## src/rtl/stk500v2_frame_builder_macros.svh

```systemverilog
// ----------------------------------------------------------------------------
// Assertion macros shared by the frame builder RTL.
// ----------------------------------------------------------------------------
`ifndef STK500V2_FRAME_BUILDER_MACROS_SVH
`define STK500V2_FRAME_BUILDER_MACROS_SVH

`ifndef ASSERT_OFF
// Check a property on every clock edge outside reset
`define S2FB_ASSERT(lbl, clk, rst_n, prop, msg) \
    lbl: assert property (@(posedge clk) disable iff (!rst_n) prop) else $error(msg);
// Check a property on every clock edge, reset included
`define S2FB_ASSERT_ALWAYS(lbl, clk, prop, msg) \
    lbl: assert property (@(posedge clk) prop) else $error(msg);
`else
`define S2FB_ASSERT(lbl, clk, rst_n, prop, msg)
`define S2FB_ASSERT_ALWAYS(lbl, clk, prop, msg)
`endif

`endif

```

## src/rtl/s2fb_pkg.sv

```systemverilog
// ----------------------------------------------------------------------------
// s2fb_pkg
// Types and constants of the STK500v2 frame builder.
// ----------------------------------------------------------------------------
`default_nettype none

package s2fb_pkg;

    localparam logic [7:0] START_BYTE = 8'h1B;
    localparam logic [7:0] TOKEN_BYTE = 8'h0E;

    // Default depth of the queue between front and back
    localparam int FIFO_DEPTH = 4;

    // One classified body word as it waits for the back end
    typedef struct packed {
        logic [7:0]  body_byte;
        logic [15:0] body_length;
        logic [7:0]  seq_num;
        logic        first_byte;
        logic        last_byte;
    } entry_t;

    // Push side of the queue
    typedef struct packed {
        logic   valid;
        entry_t entry;
    } push_t;

    // Pop side of the queue as seen by the back end
    typedef struct packed {
        logic   valid;
        entry_t entry;
    } head_t;

    // Which byte of the frame the back end emits next
    typedef enum logic [2:0] {
        PH_HEAD,
        PH_SEQ,
        PH_LEN_HI,
        PH_LEN_LO,
        PH_TOKEN,
        PH_BODY,
        PH_CSUM
    } phase_t;

endpackage

`default_nettype wire

```

## src/rtl/s2fb_if.sv

```systemverilog
// ----------------------------------------------------------------------------
// s2fb_if
// Valid/ready channels of the frame builder: body words in, frame words out.
// ----------------------------------------------------------------------------
`default_nettype none

interface s2fb_in_if;
    logic        valid;
    logic        ready;
    logic [7:0]  body_byte;
    logic [15:0] body_length;
    logic        first_byte;
    logic        last_byte;

    modport source (output valid, body_byte, body_length, first_byte, last_byte,
                    input ready);
    modport sink   (input valid, body_byte, body_length, first_byte, last_byte,
                    output ready);
endinterface

interface s2fb_out_if;
    logic       valid;
    logic       ready;
    logic [7:0] frame_byte;
    logic       frame_end;

    modport source (output valid, frame_byte, frame_end, input ready);
    modport sink   (input valid, frame_byte, frame_end, output ready);
endinterface

`default_nettype wire

```

## src/rtl/s2fb_front.sv

```systemverilog
// ----------------------------------------------------------------------------
// s2fb_front
// Accepts body words, numbers each new frame and queues the classified word.
// ----------------------------------------------------------------------------
`default_nettype none

module s2fb_front (
    input  wire logic           clk,
    input  wire logic           rst_n,
    s2fb_in_if.sink             body_in,
    output s2fb_pkg::push_t     push,
    input  wire logic           push_ready
);

    logic [7:0] seq_reg;
    logic [7:0] seq_next;
    logic [7:0] seq_inc;
    logic       accept;

    // Hand the word on whenever the queue has room
    assign body_in.ready = push_ready;
    assign accept        = body_in.valid && push_ready;
    assign seq_inc       = seq_reg + 8'd1;

    // Advance the sequence number on every first word
    always_comb
    begin
        seq_next = seq_reg;
        if (accept && body_in.first_byte)
        begin
            seq_next = seq_inc;
        end
    end

    always_ff @(posedge clk or negedge rst_n)
    begin
        if (!rst_n)
        begin
            seq_reg <= 8'd0;
        end
        else
        begin
            seq_reg <= seq_next;
        end
    end

    // Build the queue entry
    always_comb
    begin
        push.valid             = body_in.valid;
        push.entry.body_byte   = body_in.body_byte;
        push.entry.body_length = body_in.body_length;
        push.entry.seq_num     = seq_inc;
        push.entry.first_byte  = body_in.first_byte;
        push.entry.last_byte   = body_in.last_byte;
    end

endmodule

`default_nettype wire

```

## src/rtl/s2fb_fifo.sv

```systemverilog
// ----------------------------------------------------------------------------
// s2fb_fifo
// Short queue of classified body words between front and back.
// ----------------------------------------------------------------------------
`default_nettype none

`include "stk500v2_frame_builder_macros.svh"

module s2fb_fifo #(
    parameter int DEPTH = s2fb_pkg::FIFO_DEPTH
) (
    input  wire logic           clk,
    input  wire logic           rst_n,
    input  wire s2fb_pkg::push_t push,
    output logic                push_ready,
    output s2fb_pkg::head_t     head,
    input  wire logic           pop
);

    localparam int PTR_W = (DEPTH > 1) ? $clog2(DEPTH) : 1;
    localparam int CNT_W = $clog2(DEPTH + 1);

    s2fb_pkg::entry_t mem_reg [DEPTH];

    logic [PTR_W-1:0] wr_ptr_reg;
    logic [PTR_W-1:0] wr_ptr_next;
    logic [PTR_W-1:0] rd_ptr_reg;
    logic [PTR_W-1:0] rd_ptr_next;
    logic [CNT_W-1:0] count_reg;
    logic [CNT_W-1:0] count_next;
    logic             do_push;
    logic             do_pop;

    assign push_ready = (count_reg != CNT_W'(DEPTH));
    assign do_push    = push.valid && push_ready;
    assign do_pop     = pop && (count_reg != '0);

    assign head.valid = (count_reg != '0);
    assign head.entry = mem_reg[rd_ptr_reg];

    // Advance pointers with wrap at the depth
    always_comb
    begin
        wr_ptr_next = wr_ptr_reg;
        rd_ptr_next = rd_ptr_reg;
        count_next  = count_reg;
        if (do_push)
        begin
            wr_ptr_next = (wr_ptr_reg == PTR_W'(DEPTH - 1)) ? '0 : wr_ptr_reg + 1'b1;
        end
        if (do_pop)
        begin
            rd_ptr_next = (rd_ptr_reg == PTR_W'(DEPTH - 1)) ? '0 : rd_ptr_reg + 1'b1;
        end
        if (do_push && !do_pop)
        begin
            count_next = count_reg + 1'b1;
        end
        else if (do_pop && !do_push)
        begin
            count_next = count_reg - 1'b1;
        end
    end

    always_ff @(posedge clk or negedge rst_n)
    begin
        if (!rst_n)
        begin
            wr_ptr_reg <= '0;
            rd_ptr_reg <= '0;
            count_reg  <= '0;
        end
        else
        begin
            wr_ptr_reg <= wr_ptr_next;
            rd_ptr_reg <= rd_ptr_next;
            count_reg  <= count_next;
        end
    end

    // Store the incoming word
    always_ff @(posedge clk)
    begin
        if (do_push)
        begin
            mem_reg[wr_ptr_reg] <= push.entry;
        end
    end

    `S2FB_ASSERT(a_count_bound, clk, rst_n, count_reg <= CNT_W'(DEPTH), "queue count overflow")
    `S2FB_ASSERT(a_pop_nonempty, clk, rst_n, pop |-> head.valid, "pop from empty queue")
    `S2FB_ASSERT(a_head_hold, clk, rst_n, (head.valid && !pop) |=> $stable(head.entry), "queue head changed while held")

endmodule

`default_nettype wire

```

## src/rtl/s2fb_back.sv

```systemverilog
// ----------------------------------------------------------------------------
// s2fb_back
// Expands queued words into frame words: header, body and checksum.
// ----------------------------------------------------------------------------
`default_nettype none

`include "stk500v2_frame_builder_macros.svh"

module s2fb_back (
    input  wire logic           clk,
    input  wire logic           rst_n,
    input  wire s2fb_pkg::head_t head,
    output logic                pop,
    s2fb_out_if.source          frame_out
);

    s2fb_pkg::phase_t state_reg;
    s2fb_pkg::phase_t state_next;

    logic [7:0] csum_reg;
    logic [7:0] csum_next;
    logic       out_valid_reg;
    logic       out_valid_next;
    logic [7:0] out_byte_reg;
    logic       out_end_reg;
    logic       advance;
    logic       emit;
    logic       emit_end;
    logic [7:0] emit_byte;

    // Load a new word when the output register is empty or being taken
    assign advance = !out_valid_reg || frame_out.ready;

    // Pick the next frame word and keep the running checksum
    always_comb
    begin
        state_next = state_reg;
        csum_next  = csum_reg;
        emit       = 1'b0;
        emit_end   = 1'b0;
        emit_byte  = head.entry.body_byte;
        pop        = 1'b0;
        if (advance)
        begin
            unique case (state_reg)
                s2fb_pkg::PH_HEAD:
                begin
                    if (head.valid)
                    begin
                        emit = 1'b1;
                        if (head.entry.first_byte)
                        begin
                            emit_byte  = s2fb_pkg::START_BYTE;
                            csum_next  = s2fb_pkg::START_BYTE;
                            state_next = s2fb_pkg::PH_SEQ;
                        end
                        else
                        begin
                            csum_next  = csum_reg ^ head.entry.body_byte;
                            pop        = 1'b1;
                            state_next = head.entry.last_byte ? s2fb_pkg::PH_CSUM
                                                              : s2fb_pkg::PH_HEAD;
                        end
                    end
                end
                s2fb_pkg::PH_SEQ:
                begin
                    emit       = 1'b1;
                    emit_byte  = head.entry.seq_num;
                    csum_next  = csum_reg ^ head.entry.seq_num;
                    state_next = s2fb_pkg::PH_LEN_HI;
                end
                s2fb_pkg::PH_LEN_HI:
                begin
                    emit       = 1'b1;
                    emit_byte  = head.entry.body_length[15:8];
                    csum_next  = csum_reg ^ head.entry.body_length[15:8];
                    state_next = s2fb_pkg::PH_LEN_LO;
                end
                s2fb_pkg::PH_LEN_LO:
                begin
                    emit       = 1'b1;
                    emit_byte  = head.entry.body_length[7:0];
                    csum_next  = csum_reg ^ head.entry.body_length[7:0];
                    state_next = s2fb_pkg::PH_TOKEN;
                end
                s2fb_pkg::PH_TOKEN:
                begin
                    emit       = 1'b1;
                    emit_byte  = s2fb_pkg::TOKEN_BYTE;
                    csum_next  = csum_reg ^ s2fb_pkg::TOKEN_BYTE;
                    state_next = s2fb_pkg::PH_BODY;
                end
                s2fb_pkg::PH_BODY:
                begin
                    emit       = 1'b1;
                    csum_next  = csum_reg ^ head.entry.body_byte;
                    pop        = 1'b1;
                    state_next = head.entry.last_byte ? s2fb_pkg::PH_CSUM
                                                      : s2fb_pkg::PH_HEAD;
                end
                s2fb_pkg::PH_CSUM:
                begin
                    emit       = 1'b1;
                    emit_end   = 1'b1;
                    emit_byte  = csum_reg;
                    csum_next  = 8'd0;
                    state_next = s2fb_pkg::PH_HEAD;
                end
                default:
                begin
                    state_next = s2fb_pkg::PH_HEAD;
                end
            endcase
        end
    end

    assign out_valid_next = advance ? emit : out_valid_reg;

    always_ff @(posedge clk or negedge rst_n)
    begin
        if (!rst_n)
        begin
            state_reg     <= s2fb_pkg::PH_HEAD;
            csum_reg      <= 8'd0;
            out_valid_reg <= 1'b0;
        end
        else
        begin
            state_reg     <= state_next;
            csum_reg      <= csum_next;
            out_valid_reg <= out_valid_next;
        end
    end

    // Hold the output word until taken
    always_ff @(posedge clk)
    begin
        if (advance && emit)
        begin
            out_byte_reg <= emit_byte;
            out_end_reg  <= emit_end;
        end
    end

    assign frame_out.valid      = out_valid_reg;
    assign frame_out.frame_byte = out_byte_reg;
    assign frame_out.frame_end  = out_end_reg;

    `S2FB_ASSERT(a_start_held, clk, rst_n, (state_reg == s2fb_pkg::PH_SEQ) |-> (out_valid_reg && out_byte_reg == s2fb_pkg::START_BYTE), "start word not held before sequence number")
    `S2FB_ASSERT(a_end_then_head, clk, rst_n, (out_valid_reg && out_end_reg) |-> (state_reg == s2fb_pkg::PH_HEAD), "checksum word shown outside frame close")
    `S2FB_ASSERT(a_pop_on_body, clk, rst_n, pop |-> (state_reg == s2fb_pkg::PH_HEAD || state_reg == s2fb_pkg::PH_BODY), "entry released before its body word")

endmodule

`default_nettype wire

```

## src/rtl/stk500v2_frame_builder.sv

```systemverilog
// ----------------------------------------------------------------------------
// stk500v2_frame_builder
// Wraps body words into STK500v2 frames with header and XOR checksum.
// ----------------------------------------------------------------------------
//  channel     dir   handshake      payload
//  body_in     in    valid/ready    body_byte, body_length, first_byte, last_byte
//  frame_out   out   valid/ready    frame_byte, frame_end
//
//  The back end emits one frame word per cycle from a registered output,
//  stalling while frame_out is not ready. A body word alone yields one frame
//  word; a first word adds five header words and a last word one checksum word.
//  The queue of FIFO_DEPTH words absorbs those extra words, so the input
//  stalls only while the queue is full. Reset clears the sequence number,
//  the checksum, the frame phase, the queue and the output valid; nothing
//  else is cleared.
// ----------------------------------------------------------------------------
`default_nettype none

module stk500v2_frame_builder #(
    parameter int FIFO_DEPTH = s2fb_pkg::FIFO_DEPTH
) (
    input  wire logic   clk,
    input  wire logic   rst_n,
    s2fb_in_if.sink     body_in,
    s2fb_out_if.source  frame_out
);

    s2fb_pkg::push_t push;
    s2fb_pkg::head_t head;
    logic            push_ready;
    logic            pop;

    // Accept and number body words
    s2fb_front u_front (
        .clk        (clk),
        .rst_n      (rst_n),
        .body_in    (body_in),
        .push       (push),
        .push_ready (push_ready)
    );

    // Decouple intake from frame expansion
    s2fb_fifo #(
        .DEPTH (FIFO_DEPTH)
    ) u_fifo (
        .clk        (clk),
        .rst_n      (rst_n),
        .push       (push),
        .push_ready (push_ready),
        .head       (head),
        .pop        (pop)
    );

    // Expand into frame words
    s2fb_back u_back (
        .clk       (clk),
        .rst_n     (rst_n),
        .head      (head),
        .pop       (pop),
        .frame_out (frame_out)
    );

endmodule

`default_nettype wire
```

## src/flat_wrapper.sv

```systemverilog
// flat-port wrapper written by rule: the top's interface ports become plain ports
module stk500v2_frame_builder_flat 
#(
    parameter int FIFO_DEPTH = s2fb_pkg::FIFO_DEPTH
)
  (clk, rst_n, body_in_valid, body_in_body_byte, body_in_body_length, body_in_first_byte, body_in_last_byte, body_in_ready, frame_out_valid, frame_out_frame_byte, frame_out_frame_end, frame_out_ready);
  s2fb_in_if body_in_i ();
  s2fb_out_if frame_out_i ();
  input  wire logic clk;
  input  wire logic rst_n;
  input wire logic [$bits(body_in_i.valid)-1:0] body_in_valid;
  input wire logic [$bits(body_in_i.body_byte)-1:0] body_in_body_byte;
  input wire logic [$bits(body_in_i.body_length)-1:0] body_in_body_length;
  input wire logic [$bits(body_in_i.first_byte)-1:0] body_in_first_byte;
  input wire logic [$bits(body_in_i.last_byte)-1:0] body_in_last_byte;
  output wire logic [$bits(body_in_i.ready)-1:0] body_in_ready;
  output wire logic [$bits(frame_out_i.valid)-1:0] frame_out_valid;
  output wire logic [$bits(frame_out_i.frame_byte)-1:0] frame_out_frame_byte;
  output wire logic [$bits(frame_out_i.frame_end)-1:0] frame_out_frame_end;
  input wire logic [$bits(frame_out_i.ready)-1:0] frame_out_ready;
  assign body_in_i.valid = body_in_valid;
  assign body_in_i.body_byte = body_in_body_byte;
  assign body_in_i.body_length = body_in_body_length;
  assign body_in_i.first_byte = body_in_first_byte;
  assign body_in_i.last_byte = body_in_last_byte;
  assign body_in_ready = body_in_i.ready;
  assign frame_out_valid = frame_out_i.valid;
  assign frame_out_frame_byte = frame_out_i.frame_byte;
  assign frame_out_frame_end = frame_out_i.frame_end;
  assign frame_out_i.ready = frame_out_ready;
  stk500v2_frame_builder #(.FIFO_DEPTH(FIFO_DEPTH)) u_core (.clk(clk), .rst_n(rst_n), .body_in(body_in_i), .frame_out(frame_out_i));
endmodule
```

## config.mk

```make
export PLATFORM = sky130hd
export DESIGN_NAME = stk500v2_frame_builder_flat
export DESIGN_NICKNAME = d
export VERILOG_FILES = /design/src/rtl/s2fb_pkg.sv /design/src/rtl/s2fb_if.sv /design/src/rtl/s2fb_front.sv /design/src/rtl/s2fb_fifo.sv /design/src/rtl/s2fb_back.sv /design/src/rtl/stk500v2_frame_builder.sv /design/src/flat_wrapper.sv
export VERILOG_INCLUDE_DIRS = /design/src /design/src/rtl
export SDC_FILE = /design/constraint.sdc
export NUM_CORES = 1
export LEC_CHECK = 0
export ABC_AREA = 0
export BUFFER_PORTS_ARGS = -buffer_cell sky130_fd_sc_hd__buf_2
export CAP_MARGIN = 30
export CORE_MARGIN = 2
export CORE_UTILIZATION = 50
export DETAILED_ROUTE_END_ITERATION = 10
export PLACE_DENSITY = 0.67
export SLEW_MARGIN = 20
export SYNTH_ARGS = -nofsm -noshare
export SYNTH_HDL_FRONTEND = slang
export SYNTH_SLANG_ARGS = --single-unit
```

## constraint.sdc

```tcl
create_clock -name clk -period 4 [get_ports clk]
set_clock_uncertainty 0.05 [all_clocks]
set_input_delay 0.6 -clock clk [delete_from_list [all_inputs] [get_ports clk]]
set_output_delay 0.6 -clock clk [all_outputs]
set_load 0.05 [all_outputs]
```

# After elaboration in Yosys (flattened, before gate mapping)
# Memory sizes are Yosys's and may differ from the RTL's.
# Cells that the tools add are included.
[classes] add_sub_neg=5 mul=0 div=0 magnitude_cmp=0 n_eq_ne=10 shifts=0 n_mux=25 bitwise=6 reduce_logical=19
[ops] op="$pmux 8 s7" count=1
[ops] op="$pmux 8 s6" count=1
[ops] op="$mux 8" count=5
[ops] op="$xor 8x8->8" count=4
[ops] op="$pmux 3 s6" count=1
[ops] op="$mux 3" count=5
[ops] op="$eq 3x3->1 const B" count=3
[ops] op="$add 8x1->8 const B" count=1
[ops] op="$mux 1" count=8
[ops] op="$reduce_bool 7->1" count=1
[ops] op="$eq 3x2->1 const B" count=2
[ops] op="$logic_and 1x1->1" count=6
[ops] op="$reduce_bool 6->1" count=1
[ops] op="$reduce_or 6->1" count=1
[ops] op="$add 2x1->2 const B" count=2
[ops] op="$eq 2x2->1 const B" count=2
[ops] op="$mux 2" count=2
[ops] op="$pmux 1 s2" count=2
[ops] op="$reduce_and 4->1" count=1
[ops] op="$add 3x1->3 const B" count=1
[ops] op="$eq 3x1->1 const B" count=1
[ops] op="$logic_not 1->1" count=3
[ops] op="$logic_not 3->1" count=1
[ops] op="$ne 3x3->1 const B" count=1
[ops] op="other kinds (9)" count=9
[totals] register_bits=36 latchBits=0 mem_bits_rw=136 mem_bits_ro=0 inputBits=30 output_inout_bits=11 word_cells=76 memories=1
[memory_table] name="u_core.u_fifo.mem_reg" words=4 word_bits=34 read_ports=1 rd_clocked_by_memory_dff=0 write_ports=1 line="s2fb_fifo.sv:23" rtl="s2fb_pkg::entry_t mem_reg [DEPTH];"

# Longest topological paths before layout
# Gate-level depths: netlist of run 1.
# An unclocked memory read counts as a cell.
[logic_depth] ltp_word=9 ltp_mapped=11 depth_no_buf=9

# Cells and area by module
# Synthesis of run 1 repeated with hierarchy kept, for this count alone.
[unflattened] hier_cells=508 hier_area_um2=7897.6
[modules_own_cells] mod="s2fb_fifo" n_inst=1 cells_per_inst=215 area_per_inst_um2=5400.2 seq_area_each_um2=4259.1
[modules_own_cells] mod="s2fb_back" n_inst=1 cells_per_inst=224 area_per_inst_um2=1831.8 seq_area_each_um2=570.5
[modules_own_cells] mod="s2fb_front" n_inst=1 cells_per_inst=69 area_per_inst_um2=665.6 seq_area_each_um2=200.2

# Worst setup path before layout of run 1
# No wires, ideal clock.
[synth_path] path_type="register to register" startpoint="register u_core.u_fifo.rd_ptr_reg[0]" endpoint="register u_core.u_fifo.count_reg[1]" setup_ps=125 arrival_ps=2438 required_time_ps=3825 slack_ps=1388 stages_incl_launch_ff=9 n_path_buf=1 synth_period_minus_slack_ps=2612 cell_sequence="dfrtp_1 -> mux4_2 -> buf_4 -> o21ai_1 -> nand4_1 -> ha_1 -> inv_1 -> fa_1 -> mux2_2"
[synth_between] elab_chain_len=9 word_cells_on_any_way=11 cone_classes="mux: 5; reduce/logical: 5; memory: 1"
[synth_rtl] item="start, declared" line="s2fb_fifo.sv:27" rtl="logic [PTR_W-1:0] rd_ptr_reg;"
[synth_rtl] item="start signal, assigned" line="s2fb_fifo.sv:76" rtl="rd_ptr_reg <= rd_ptr_next;"
[synth_rtl] item="$mem_v2 4x34"
[synth_rtl] item="$mux 1" line="s2fb_back.sv:51" rtl="if (head.entry.first_byte)"
[synth_rtl] item="$mux 1" line="s2fb_back.sv:48" rtl="if (head.valid)"
[synth_rtl] item="$pmux 1 s2" line="s2fb_back.sv:45" rtl="unique case (state_reg)"
[synth_rtl] item="$mux 1" line="s2fb_back.sv:43" rtl="if (advance)"
[synth_rtl] item="$logic_and 1x1->1" line="s2fb_fifo.sv:36" rtl="assign do_pop = pop && (count_reg != '0);"
[synth_rtl] item="$logic_not 1->1" line="s2fb_fifo.sv:55" rtl="if (do_push && !do_pop)"
[synth_rtl] item="$logic_and 1x1->1" line="s2fb_fifo.sv:55"
[synth_rtl] item="$mux 3" line="s2fb_fifo.sv:55"
[synth_rtl] item="via u_core.u_fifo.count_next[1]" line="s2fb_fifo.sv:30" rtl="logic [CNT_W-1:0] count_next;"
[synth_rtl] item="end signal, assigned" line="s2fb_fifo.sv:77" rtl="count_reg <= count_next;"
[synth_rtl] item="end, declared" line="s2fb_fifo.sv:29" rtl="logic [CNT_W-1:0] count_reg;"
# The timed path passes the listed nets, and every way through them passes these cells.
# A chain may end at the register's enable or synchronous reset.

# Final worst setup path of run 1
[layout_path] startpoint="register u_core.u_fifo.rd_ptr_reg[1]" endpoint="register u_core.u_fifo.count_reg[1]"
# Same word-level chain as after synthesis.

==> out/metrics.yaml, run 1 <==
outcome: "completed"
critPathLaunchType: "flop"
wire_per_inst_um: 20.13
synth_common_cells: "edfxtp_1 (145), nand2_1 (31), mux4_2 (29), nor2_1 (28), dfrtp_1 (27)"
crit_type: "flop to flop"
cp_slowest_cell: "dfrtp_2"
cap_violations: 0
yosysTopAreaCellShare_pct: 56.87
critPathRequiredTime_ns: 4.26
power_density_nw_per_um2: 831.5
placed_area_sq_um: 8010
syn_inst: 492
vdd_drop_max_mv: 0.3601
fin_area_sq_um: 8606
grt_use_total_pct: 19.82
portBuffers: 40
insertion_delay_ns: 0.44
yosysSeqAreaShare_pct: 65.70
synthArstFlopShare_pct: 15.70
synth_area_leader_cell: "edfxtp_1"
crit_chain: "mux4_2 > o21ai_1 > nand4_1 > ha_1 > inv_1 > fa_1 > mux2_2"
fin_crit_sh_pct: 72.86
drc_errors: 0
cts_setup_buffers: 0
die_height_um: 127.7
cts_resized: 0
numCtsBuffers: 17
start_util_pct: 50.74
ant_nets: 0
clkSinkCount: 172
yosysMostFrequentCell: "edfxtp_1"
worstPathArrival_ns: 3.18
whs_ns: 0.1653
area_growth_pct: 12.40
cp-end-kind: "flop"
grt_max_degree: 35
die_w_um: 127.7
timing.setup.tns_ns: 0
coreArea_sq_um: 15090
fin_crit_ns: 2.914
crit_cells: 7
place_congestion: 0.8832
critical_path.top_delay_family: "multiplexers"
via_per_inst: 5.881
cts-hold-fix-buffers: 0
diodes: 0
drive_above_1_share_pct: 23.09
path_max_fanout: 21
worst_hold_path_type: "input port to asynchronous set/reset pin"
first_global_vias: 4525
placementRows: 45
hold_viol: 0
setup_ws_ns: 1.086
grt_setup_unrepaired: "false"
htree_levels: 4
synth_cell_types: 60
design.die.area_sq_um: 16320
cpPeakStageDelay_ns: 0.78
pre_cts_slack_ns: 1.083
syn_area_sq_um: 7656
via_count: 4340
yosysWarnings: 0
slew-limit-headroom_pct: 37.62
drt_pre_antenna_iters: 5
crit_buf_inv: 1
ys.flop_type: "edfxtp_1"
slew_viol_final: 0
ios: 41
synthTopCellsByArea: "edfxtp_1 (57%), dfrtp_1 (8.8%), mux4_2 (8.5%)"
fmax_ghz: 0.3431
setup_viol: 0
drt_iter0_markers: 369
reg2reg_depth: 7
grt_pass1_wl_mm: 23.93
cts_tree: "built"
worst_pin_slew_ns: 0.9357
antenna_found_initial: 0
p_leak_uw: 0.003048
synth_edf_count: 145
synth_fp_nets: 530
fin_nets: 575
avgSynthCellArea_sq_um: 15.56
hpwl_mm: 9.562
wirelength_mm: 14.85
clk_pin_slew_ns: 0.06
ys_ff_latch: 172
overflow: 0
largest_reg_flops: 136
ctsLongestPathBuffers: 2
clockRootBuffer: "clkbuf_16"
fin_total_pwr_uw: 7155
[final timing paths]
| check | startpoint | endpoint | slack, ns |
|---|---|---|---|
| min | rst_n | u_core.u_front.seq_reg[3]$_DFFE_PN0P_ | 0.17 |
| max in group asynchronous | rst_n | u_core.u_fifo.rd_ptr_reg[1]$_DFFE_PN0P_ | 3.23 |
| min in group clk | body_in_body_byte[0] | u_core.u_fifo.mem_reg[2][26]$_DFFE_PP_ | 0.33 |
| max | u_core.u_fifo.rd_ptr_reg[1]$_DFFE_PN0P_ | u_core.u_fifo.count_reg[1]$_DFFE_PN0P_ | 1.09 |
| min reg2reg | u_core.u_front.seq_reg[7]$_DFFE_PN0P_ | u_core.u_front.seq_reg[7]$_DFFE_PN0P_ | 0.44 |
| max reg2reg | u_core.u_fifo.rd_ptr_reg[1]$_DFFE_PN0P_ | u_core.u_fifo.count_reg[1]$_DFFE_PN0P_ | 1.09 |
[final cells by class]
cell class                      count  area, sq um
Fill cell                        1191         6484
Sequential cell                   172         5032
Multi-Input combinational cell    289         2452
Clock buffer                       17        425.4
Timing Repair Buffer               49        280.3
Tap cell                          188        235.2
Clock inverter                     15        150.1
Inverter                            8        30.03
[per-layer routing]
metal / vias to the layer above / share of wire (%) / GRT usage (%)
li1: 2021 / - / -
met1: 2186 / 43 / 24.91
met2: 111 / 50 / 33.00
met3: 22 / 4.5 / 4.633
met4: 0 / 2.2 / 8.920
met5: - / 0 / 0
[stage by stage]
stage	cells	utilization, %
6_report	738	57.03
5_1_grt	738	57.03
4_1_cts	737	56.90
3_5_place_dp	705	53.08
3_3_place_gp	705	53.08
2_1_floorplan	492	-
[worst register-to-register path, cell delays in order, from the launching register on]
cell     delay (ns)
dfrtp_2        0.78
mux4_2         0.54
o21ai_1        0.21
nand4_1        0.21
ha_1           0.28
inv_1          0.07
fa_1           0.40
mux2_2         0.27
[where the power goes]
group          switching, uW  leakage (uW)  internal [uW]
registers                307       0.00166           2530
logic                   1600       0.00112           1130
clock network            674      0.000266            915
[layout by cell type (no fill, tap or decap), drive strengths merged, types with 3 or more instances in the layout]
cell type	netlist	final
a21boi	3	3
buf	15	49
nand2	31	31
o21bai	3	3
ha	7	7
and3	4	4
a211o	4	4
and2	7	7
xnor2	12	12
o21ai	30	30
a221o	5	5
a31o	3	3
a21oi	11	11
mux2	11	11
nor2b	9	9
clkbuf	8	17
mux4	32	32
clkinvlp	0	5
xor2	8	8
nand3	7	7
nor2	28	28
nand2b	9	9
mux2i	11	11
nor4b	3	3
edfxtp	145	145
dfrtp	27	27
inv	8	9
o31ai	4	4
or4	3	3
clkinv	0	7
nor3	10	10
a22oi	5	5
a32oi	3	3
o22ai	3	3
[logic make-up after synthesis]
family | count (synthesis) | share of synthesized area, %
AO/OA/AOI/OAI | 88 | 7.795
XOR/XNOR | 20 | 2.288
adder cells (fa/ha/maj) | 8 | 1.405
buffers and inverters | 31 | 2.304
flip-flops | 172 | 65.70
multiplexers | 54 | 12.71
AND/OR/NAND/NOR | 119 | 7.795
(Power assumes the default switching activity.)
==> run 2: changes to the inputs <==
==> constraint.sdc (replaced) <==
create_clock -name clk -period 3 [get_ports clk]
set_clock_uncertainty 0.05 [all_clocks]
set_input_delay 0.45 -clock clk [delete_from_list [all_inputs] [get_ports clk]]
set_output_delay 0.45 -clock clk [all_outputs]
set_load 0.05 [all_outputs]
==> run 2 against run 1 <==
Effect of this change:
- non-clock buffer count grew 10
- final area increased by 1.3%
- clock power increased by 41%
- total power up 37%
- die area stayed put
- sequential cell count is the same
- register-to-register slack lost 0.73 ns
- critical path depth unchanged
- global-route usage is 0.94 points higher
- sequential power increased by 31%
- critical path type unchanged
- critical endpoint unchanged
- largest cell class unchanged
==> out/metrics.yaml, run 2 (same netlist as run 1, synthesis figures left out) <==
fmax_ghz: 0.3784  # was 0.3431 GHz
coreArea_sq_um: 15090  # unchanged
ant_nets: 0  # unchanged
insertion_delay_ns: 0.43  # was 0.44 ns
diodes: 0  # unchanged
placed_cells: 716  # was 705
register_area_sq_um: 5032  # unchanged
placementRows: 45  # unchanged
drive_above_1_share_pct: 24.64  # was 23.09%
portBuffers: 40  # unchanged
htree_levels: 4  # unchanged
hpwl_mm: 10.38  # was 9.562 mm
clockRootBuffer: "clkbuf_16"  # unchanged
drt_pre_antenna_iters: 5  # unchanged
r2r-end: "u_core.u_fifo.count_reg[1]$_DFFE_PN0P_"  # unchanged
design.die.area_sq_um: 16320  # unchanged
largest_reg_flops: 136  # unchanged
grt_use_total_pct: 20.76  # was 19.82%
via_per_inst: 5.925  # was 5.881
cts_setup_buffers: 0  # unchanged
layout_common_cells: "edfxtp_1 (145), buf_2 (40), nand2_1 (31), mux4_2 (29), nor2_1 (28)"  # unchanged
hold_viol: 0  # unchanged
worst_pin_slew_ns: 0.7265  # was 0.9357 ns
power_density_nw_per_um2: 1127  # was 831.5 nW/um^2
start_util_pct: 50.74  # unchanged
cp-end-kind: "flop"  # unchanged
reg2reg_depth: 7  # unchanged
via_count: 4432  # was 4340
setup_viol: 0  # unchanged
first_global_vias: 4708  # was 4525
startpoint: "u_core.u_fifo.rd_ptr_reg[0]$_DFFE_PN0P_"  # was u_core.u_fifo.rd_ptr_reg[1]$_DFFE_PN0P_
cap_violations: 0  # unchanged
fin_total_pwr_uw: 9820  # was 7155 uW
fin_crit_ns: 2.643  # was 2.914 ns
final_common_cell: "edfxtp_1"  # unchanged
critPathRequiredTime_ns: 3.26  # was 4.26 ns
numCtsBuffers: 17  # unchanged
wirelength_mm: 15.74  # was 14.85 mm
cts-hold-fix-buffers: 0  # unchanged
p_leak_uw: 0.003125  # was 0.003048 uW
clk_pin_slew_ns: 0.06  # about the same
critPathLaunchType: "flop"  # unchanged
cts_resized: 0  # unchanged
drt_iter0_markers: 364  # was 369
slew-limit-headroom_pct: 51.57  # was 37.62%
place_congestion: 0.9109  # was 0.8832
whs_ns: 0.02396  # was 0.1653 ns
clkSinkCount: 172  # unchanged
grt_pass1_wl_mm: 25.20  # was 23.93 mm
ios: 41  # unchanged
die_w_um: 127.7  # unchanged
grt_setup_unrepaired: "false"  # unchanged
wire_per_inst_um: 21.04  # was 20.13 um
worstPathArrival_ns: 2.91  # was 3.18 ns
outcome: "completed"  # unchanged
fillCellCount: 1192  # was 1191
area_growth_pct: 13.86  # was 12.40%
crit_type: "flop to flop"  # unchanged
multiInputGateArea_sq_um: 2452  # unchanged
slew_viol_final: 0  # unchanged
path_max_fanout: 11  # was 21
fin_crit_sh_pct: 88.08  # was 72.86%
cts_tree: "built"  # unchanged
reg2reg_setup_slack_ns: 0.36  # was 1.09 ns
reg2reg_from: "u_core.u_fifo.rd_ptr_reg[0]$_DFFE_PN0P_"  # was u_core.u_fifo.rd_ptr_reg[1]$_DFFE_PN0P_
grt_max_degree: 35  # unchanged
overflow: 0  # unchanged
drc_errors: 0  # unchanged
antenna_found_initial: 0  # unchanged
ctsLongestPathBuffers: 2  # unchanged
timing.setup.tns_ns: 0  # unchanged
vdd_drop_max_mv: 0.6202  # was 0.3601 mV
fin_nets: 585  # was 575
die_height_um: 127.7  # unchanged
worst_hold_path_type: "input port to asynchronous set/reset pin"  # unchanged
fin_cells: 748  # was 738
-- run 2: area by class of cell --
cell class / count / share of cell area, %
Multi-Input combinational cell: 289 / 28.13
Clock inverter: 15 / 2.139
Inverter: 8 / 0.3445
Clock buffer: 17 / 4.880
Timing Repair Buffer: 59 / 4.076
Sequential cell: 172 / 57.73
Tap cell: 188 / 2.698
-- run 2: per-layer routing --
layer	vias up	routed length, um	track usage [%]
li1	2031	-	-
met1	2284	6571	25.67
met2	98	8225	35.39
met3	19	665	4.758
met4	0	273	8.727
met5	-	0	0
-- run 2: power breakdown --
group / internal (uW) / switching [uW] / leakage, uW
sequential: 3370 / 355 / 0.00166
combinational: 1570 / 2280 / 0.00117
clock: 1320 / 919 / 0.000294
-- run 2: worst max-delay path, cell delays in order, from the launching register on --
cell     delay, ns
dfrtp_2       0.38
mux4_2        0.63
o21ai_1       0.22
nand4_1       0.21
ha_1          0.28
inv_1         0.07
fa_1          0.41
mux2_2        0.27
-- run 2: worst max path at each step --
stage	end	slack (ns)	depth (start not counted)
2_1_floorplan	u_core.u_fifo.count_reg[1]$_DFFE_PN0P_	0.39	8
3_3_place_gp	u_core.u_fifo.count_reg[1]$_DFFE_PN0P_	0.44	7
3_5_place_dp	u_core.u_fifo.count_reg[1]$_DFFE_PN0P_	0.39	7
4_1_cts	u_core.u_fifo.count_reg[1]$_DFFE_PN0P_	0.36	7
5_1_grt	u_core.u_fifo.count_reg[1]$_DFFE_PN0P_	0.24	7
6_report	u_core.u_fifo.count_reg[1]$_DFFE_PN0P_	0.36	7
-- run 2: metrics by stage --
step                worst slack (ns)  utilization, %  instance area (sq um)
finish                        0.3575           57.77                   8717
global route                  0.2426           57.77                   8717
CTS                           0.3581           57.77                   8717
detailed placement            0.3857           53.71                   8105
global placement              0.4384           53.71                   8105
floorplan                     0.3877               -                   7656
==> run 3: changes to the inputs <==
--- a/config.mk
+++ b/config.mk
@@ -13,6 +13,7 @@
 export CORE_UTILIZATION = 50
 export DETAILED_ROUTE_END_ITERATION = 10
 export PLACE_DENSITY = 0.67
+export REMOVE_ABC_BUFFERS = 1
 export SLEW_MARGIN = 20
 export SYNTH_ARGS = -nofsm -noshare
 export SYNTH_HDL_FRONTEND = slang
==> run 3 against run 2 <==
Effect of this change:
- critical path depth unchanged
- largest power group unchanged
- sequential cell count is the same
- non-clock buffer count stayed put
- global-route usage decreased by 0.62 points
- count of clock-buffer cells in the layout is 1 higher
- critical path type unchanged
- total power up 0.21%
- register-to-register slack better by 0.19 ns
- largest cell class unchanged
- final area grew 0.47%
- cell count is the same
- first-iteration DRC count decreased by 1.6%
- fmax grew 7.5%
==> out/metrics.yaml, run 3 (same netlist as run 1, synthesis figures left out) <==
grt_use_met1_pct: 27.13  # was 25.67%
cts_tree: "built"  # unchanged
fin_cells: 748  # unchanged
slew_viol_final: 0  # unchanged
clk_pin_slew_ns: 0.07  # was 0.06 ns
insertion_delay_ns: 0.43  # about the same
cp-end-kind: "flop"  # unchanged
overflow: 0  # unchanged
placementRows: 45  # unchanged
grt_pass1_wl_mm: 24.43  # was 25.20 mm
layout_common_cells: "edfxtp_1 (145), buf_2 (40), nand2_1 (31), mux4_2 (29), nor2_1 (28)"  # unchanged
worst_hold_path_type: "input port to asynchronous set/reset pin"  # unchanged
clockRootBuffer: "clkbuf_16"  # unchanged
reg2reg_depth: 7  # unchanged
worstPathArrival_ns: 2.73  # was 2.91 ns
reg2reg_setup_slack_ns: 0.54  # was 0.36 ns
r2r-end: "u_core.u_fifo.count_reg[1]$_DFFE_PN0P_"  # unchanged
reg2reg_from: "u_core.u_fifo.rd_ptr_reg[0]$_DFFE_PN0P_"  # unchanged
hold_viol: 0  # unchanged
drc_errors: 0  # unchanged
grtUsageMet3_pct: 4.299  # was 4.758%
htree_levels: 4  # unchanged
critPathRequiredTime_ns: 3.27  # was 3.26 ns
drt_pre_antenna_iters: 5  # unchanged
critPathLaunchType: "flop"  # unchanged
grt_use_total_pct: 20.13  # was 20.76%
fin_crit_ns: 2.457  # was 2.643 ns
cp-endpoint: "u_core.u_fifo.count_reg[1]$_DFFE_PN0P_"  # unchanged
drive_above_1_share_pct: 24.11  # was 24.64%
power_density_nw_per_um2: 1124  # was 1127 nW/um^2
antenna_found_initial: 0  # unchanged
cts_resized: 0  # unchanged
design.die.area_sq_um: 16320  # unchanged
diodes: 0  # unchanged
area_growth_pct: 14.40  # was 13.86%
largest_reg_flops: 136  # unchanged
first_global_vias: 4494  # was 4708
grt.met2_usage_pct: 32.56  # was 35.39%
placed_cells: 716  # unchanged
fin_total_pwr_uw: 9841  # was 9820 uW
via_count: 4364  # was 4432
grt_max_degree: 38  # was 35
fmax_ghz: 0.4070  # was 0.3784 GHz
slew-limit-headroom_pct: 49.38  # was 51.57%
via_per_inst: 5.834  # was 5.925
drt_iter0_markers: 358  # was 364
die_height_um: 127.7  # unchanged
cap_violations: 0  # unchanged
ctsLongestPathBuffers: 2  # unchanged
fin_nets: 585  # unchanged
outcome: "completed"  # unchanged
vdd_drop_max_mv: 0.6381  # was 0.6202 mV
busiest_layer: "met2"  # unchanged
cts_setup_buffers: 0  # unchanged
grt_setup_unrepaired: "false"  # unchanged
die_w_um: 127.7  # unchanged
path_max_fanout: 4  # was 11
wire_per_inst_um: 20.42  # was 21.04 um
ios: 41  # unchanged
numCtsBuffers: 17  # unchanged
place_congestion: 0.8977  # was 0.9109
whs_ns: 0.01280  # was 0.02396 ns
hpwl_mm: 10.07  # was 10.38 mm
coreArea_sq_um: 15090  # unchanged
fin_crit_sh_pct: 81.90  # was 88.08%
clkSinkCount: 172  # unchanged
portBuffers: 40  # unchanged
startpoint: "u_core.u_fifo.rd_ptr_reg[0]$_DFFE_PN0P_"  # unchanged
ant_nets: 0  # unchanged
worst_pin_slew_ns: 0.7578  # was 0.7265 ns
start_util_pct: 50.74  # unchanged
p_leak_uw: 0.003141  # was 0.003125 uW
final_common_cell: "edfxtp_1"  # unchanged
setup_viol: 0  # unchanged
cts-hold-fix-buffers: 0  # unchanged
postLayoutCoreUtil_pct: 58.04  # was 57.77%
crit_type: "flop to flop"  # unchanged
wirelength_mm: 15.27  # was 15.74 mm
run 3: changes by cell type in the layout (fill, tap and decap cells not counted), sizes merged:
cell / previous run / this run
clkbuf: 17 / 18
clkinvlp: 2 / 0
inv: 12 / 11
clkinv: 6 / 8
run 3: worst min path at each step:
stage                                                      from                                       to  slack [ns]  cells after the start
final                                                     rst_n  u_core.u_fifo.wr_ptr_reg[0]$_DFFE_PN0P_        0.01                      1
after global routing                                      rst_n  u_core.u_fifo.wr_ptr_reg[1]$_DFFE_PN0P_        0.05                      1
after CTS                                                 rst_n  u_core.u_fifo.wr_ptr_reg[0]$_DFFE_PN0P_        0.03                      1
after detailed placement  u_core.u_front.seq_reg[7]$_DFFE_PN0P_    u_core.u_front.seq_reg[7]$_DFFE_PN0P_        0.43                      1
after global placement    u_core.u_front.seq_reg[7]$_DFFE_PN0P_    u_core.u_front.seq_reg[7]$_DFFE_PN0P_        0.43                      1
after floorplan                                           rst_n    u_core.u_back.csum_reg[0]$_DFFE_PN0P_        0.10                      0
run 3: stage by stage:
| stage | cell area [sq um] | worst slack (ns) | TNS (ns) |
|---|---|---|---|
| final | 8758 | 0.5430 | 0 |
| after global routing | 8758 | 0.4476 | 0 |
| after CTS | 8758 | 0.5389 | 0 |
| after detailed placement | 8140 | 0.5396 | 0 |
| after global placement | 8140 | 0.5961 | 0 |
| after floorplan | 7510 | -0.3766 | -0.5890 |
run 3: critical path: stages (launching register included):
cell and delay [ns]:
dfrtp_2 0.37, mux4_2 0.52, o21ai_1 0.19, nand4_1 0.21, ha_1 0.27, inv_1 0.08, fa_1 0.40, mux2_2 0.27
run 3: layout make-up:
cell class / count / area, sq um
fillers: 1159 / 6331
flip-flops and latches: 172 / 5032
multi-input cells: 289 / 2450
clock buffers: 18 / 429.2
repair buffers: 59 / 392.9
well taps: 188 / 235.2
clock inverters: 14 / 188.9
inverters: 8 / 30.03
run 3: where the power goes:
part,switching [uW],internal (uW),total [uW],leakage (uW)
Combinational,2260,1610,3870,0.00118
Clock,934,1330,2260,0.000302
Sequential,344,3370,3710,0.00166
Total,3540,6300,9840,0.00314
run 3: per-layer routing:
| layer | part of all wire (%) | vias to the layer above | wire length [um] |
|---|---|---|---|
| met2 | 49 | 102 | 7519 |
| met3 | 4.6 | 22 | 701 |
| met4 | 1.6 | 0 | 245 |
| met1 | 45 | 2195 | 6804 |
| li1 | - | 2045 | - |
| met5 | 0 | - | 0 |
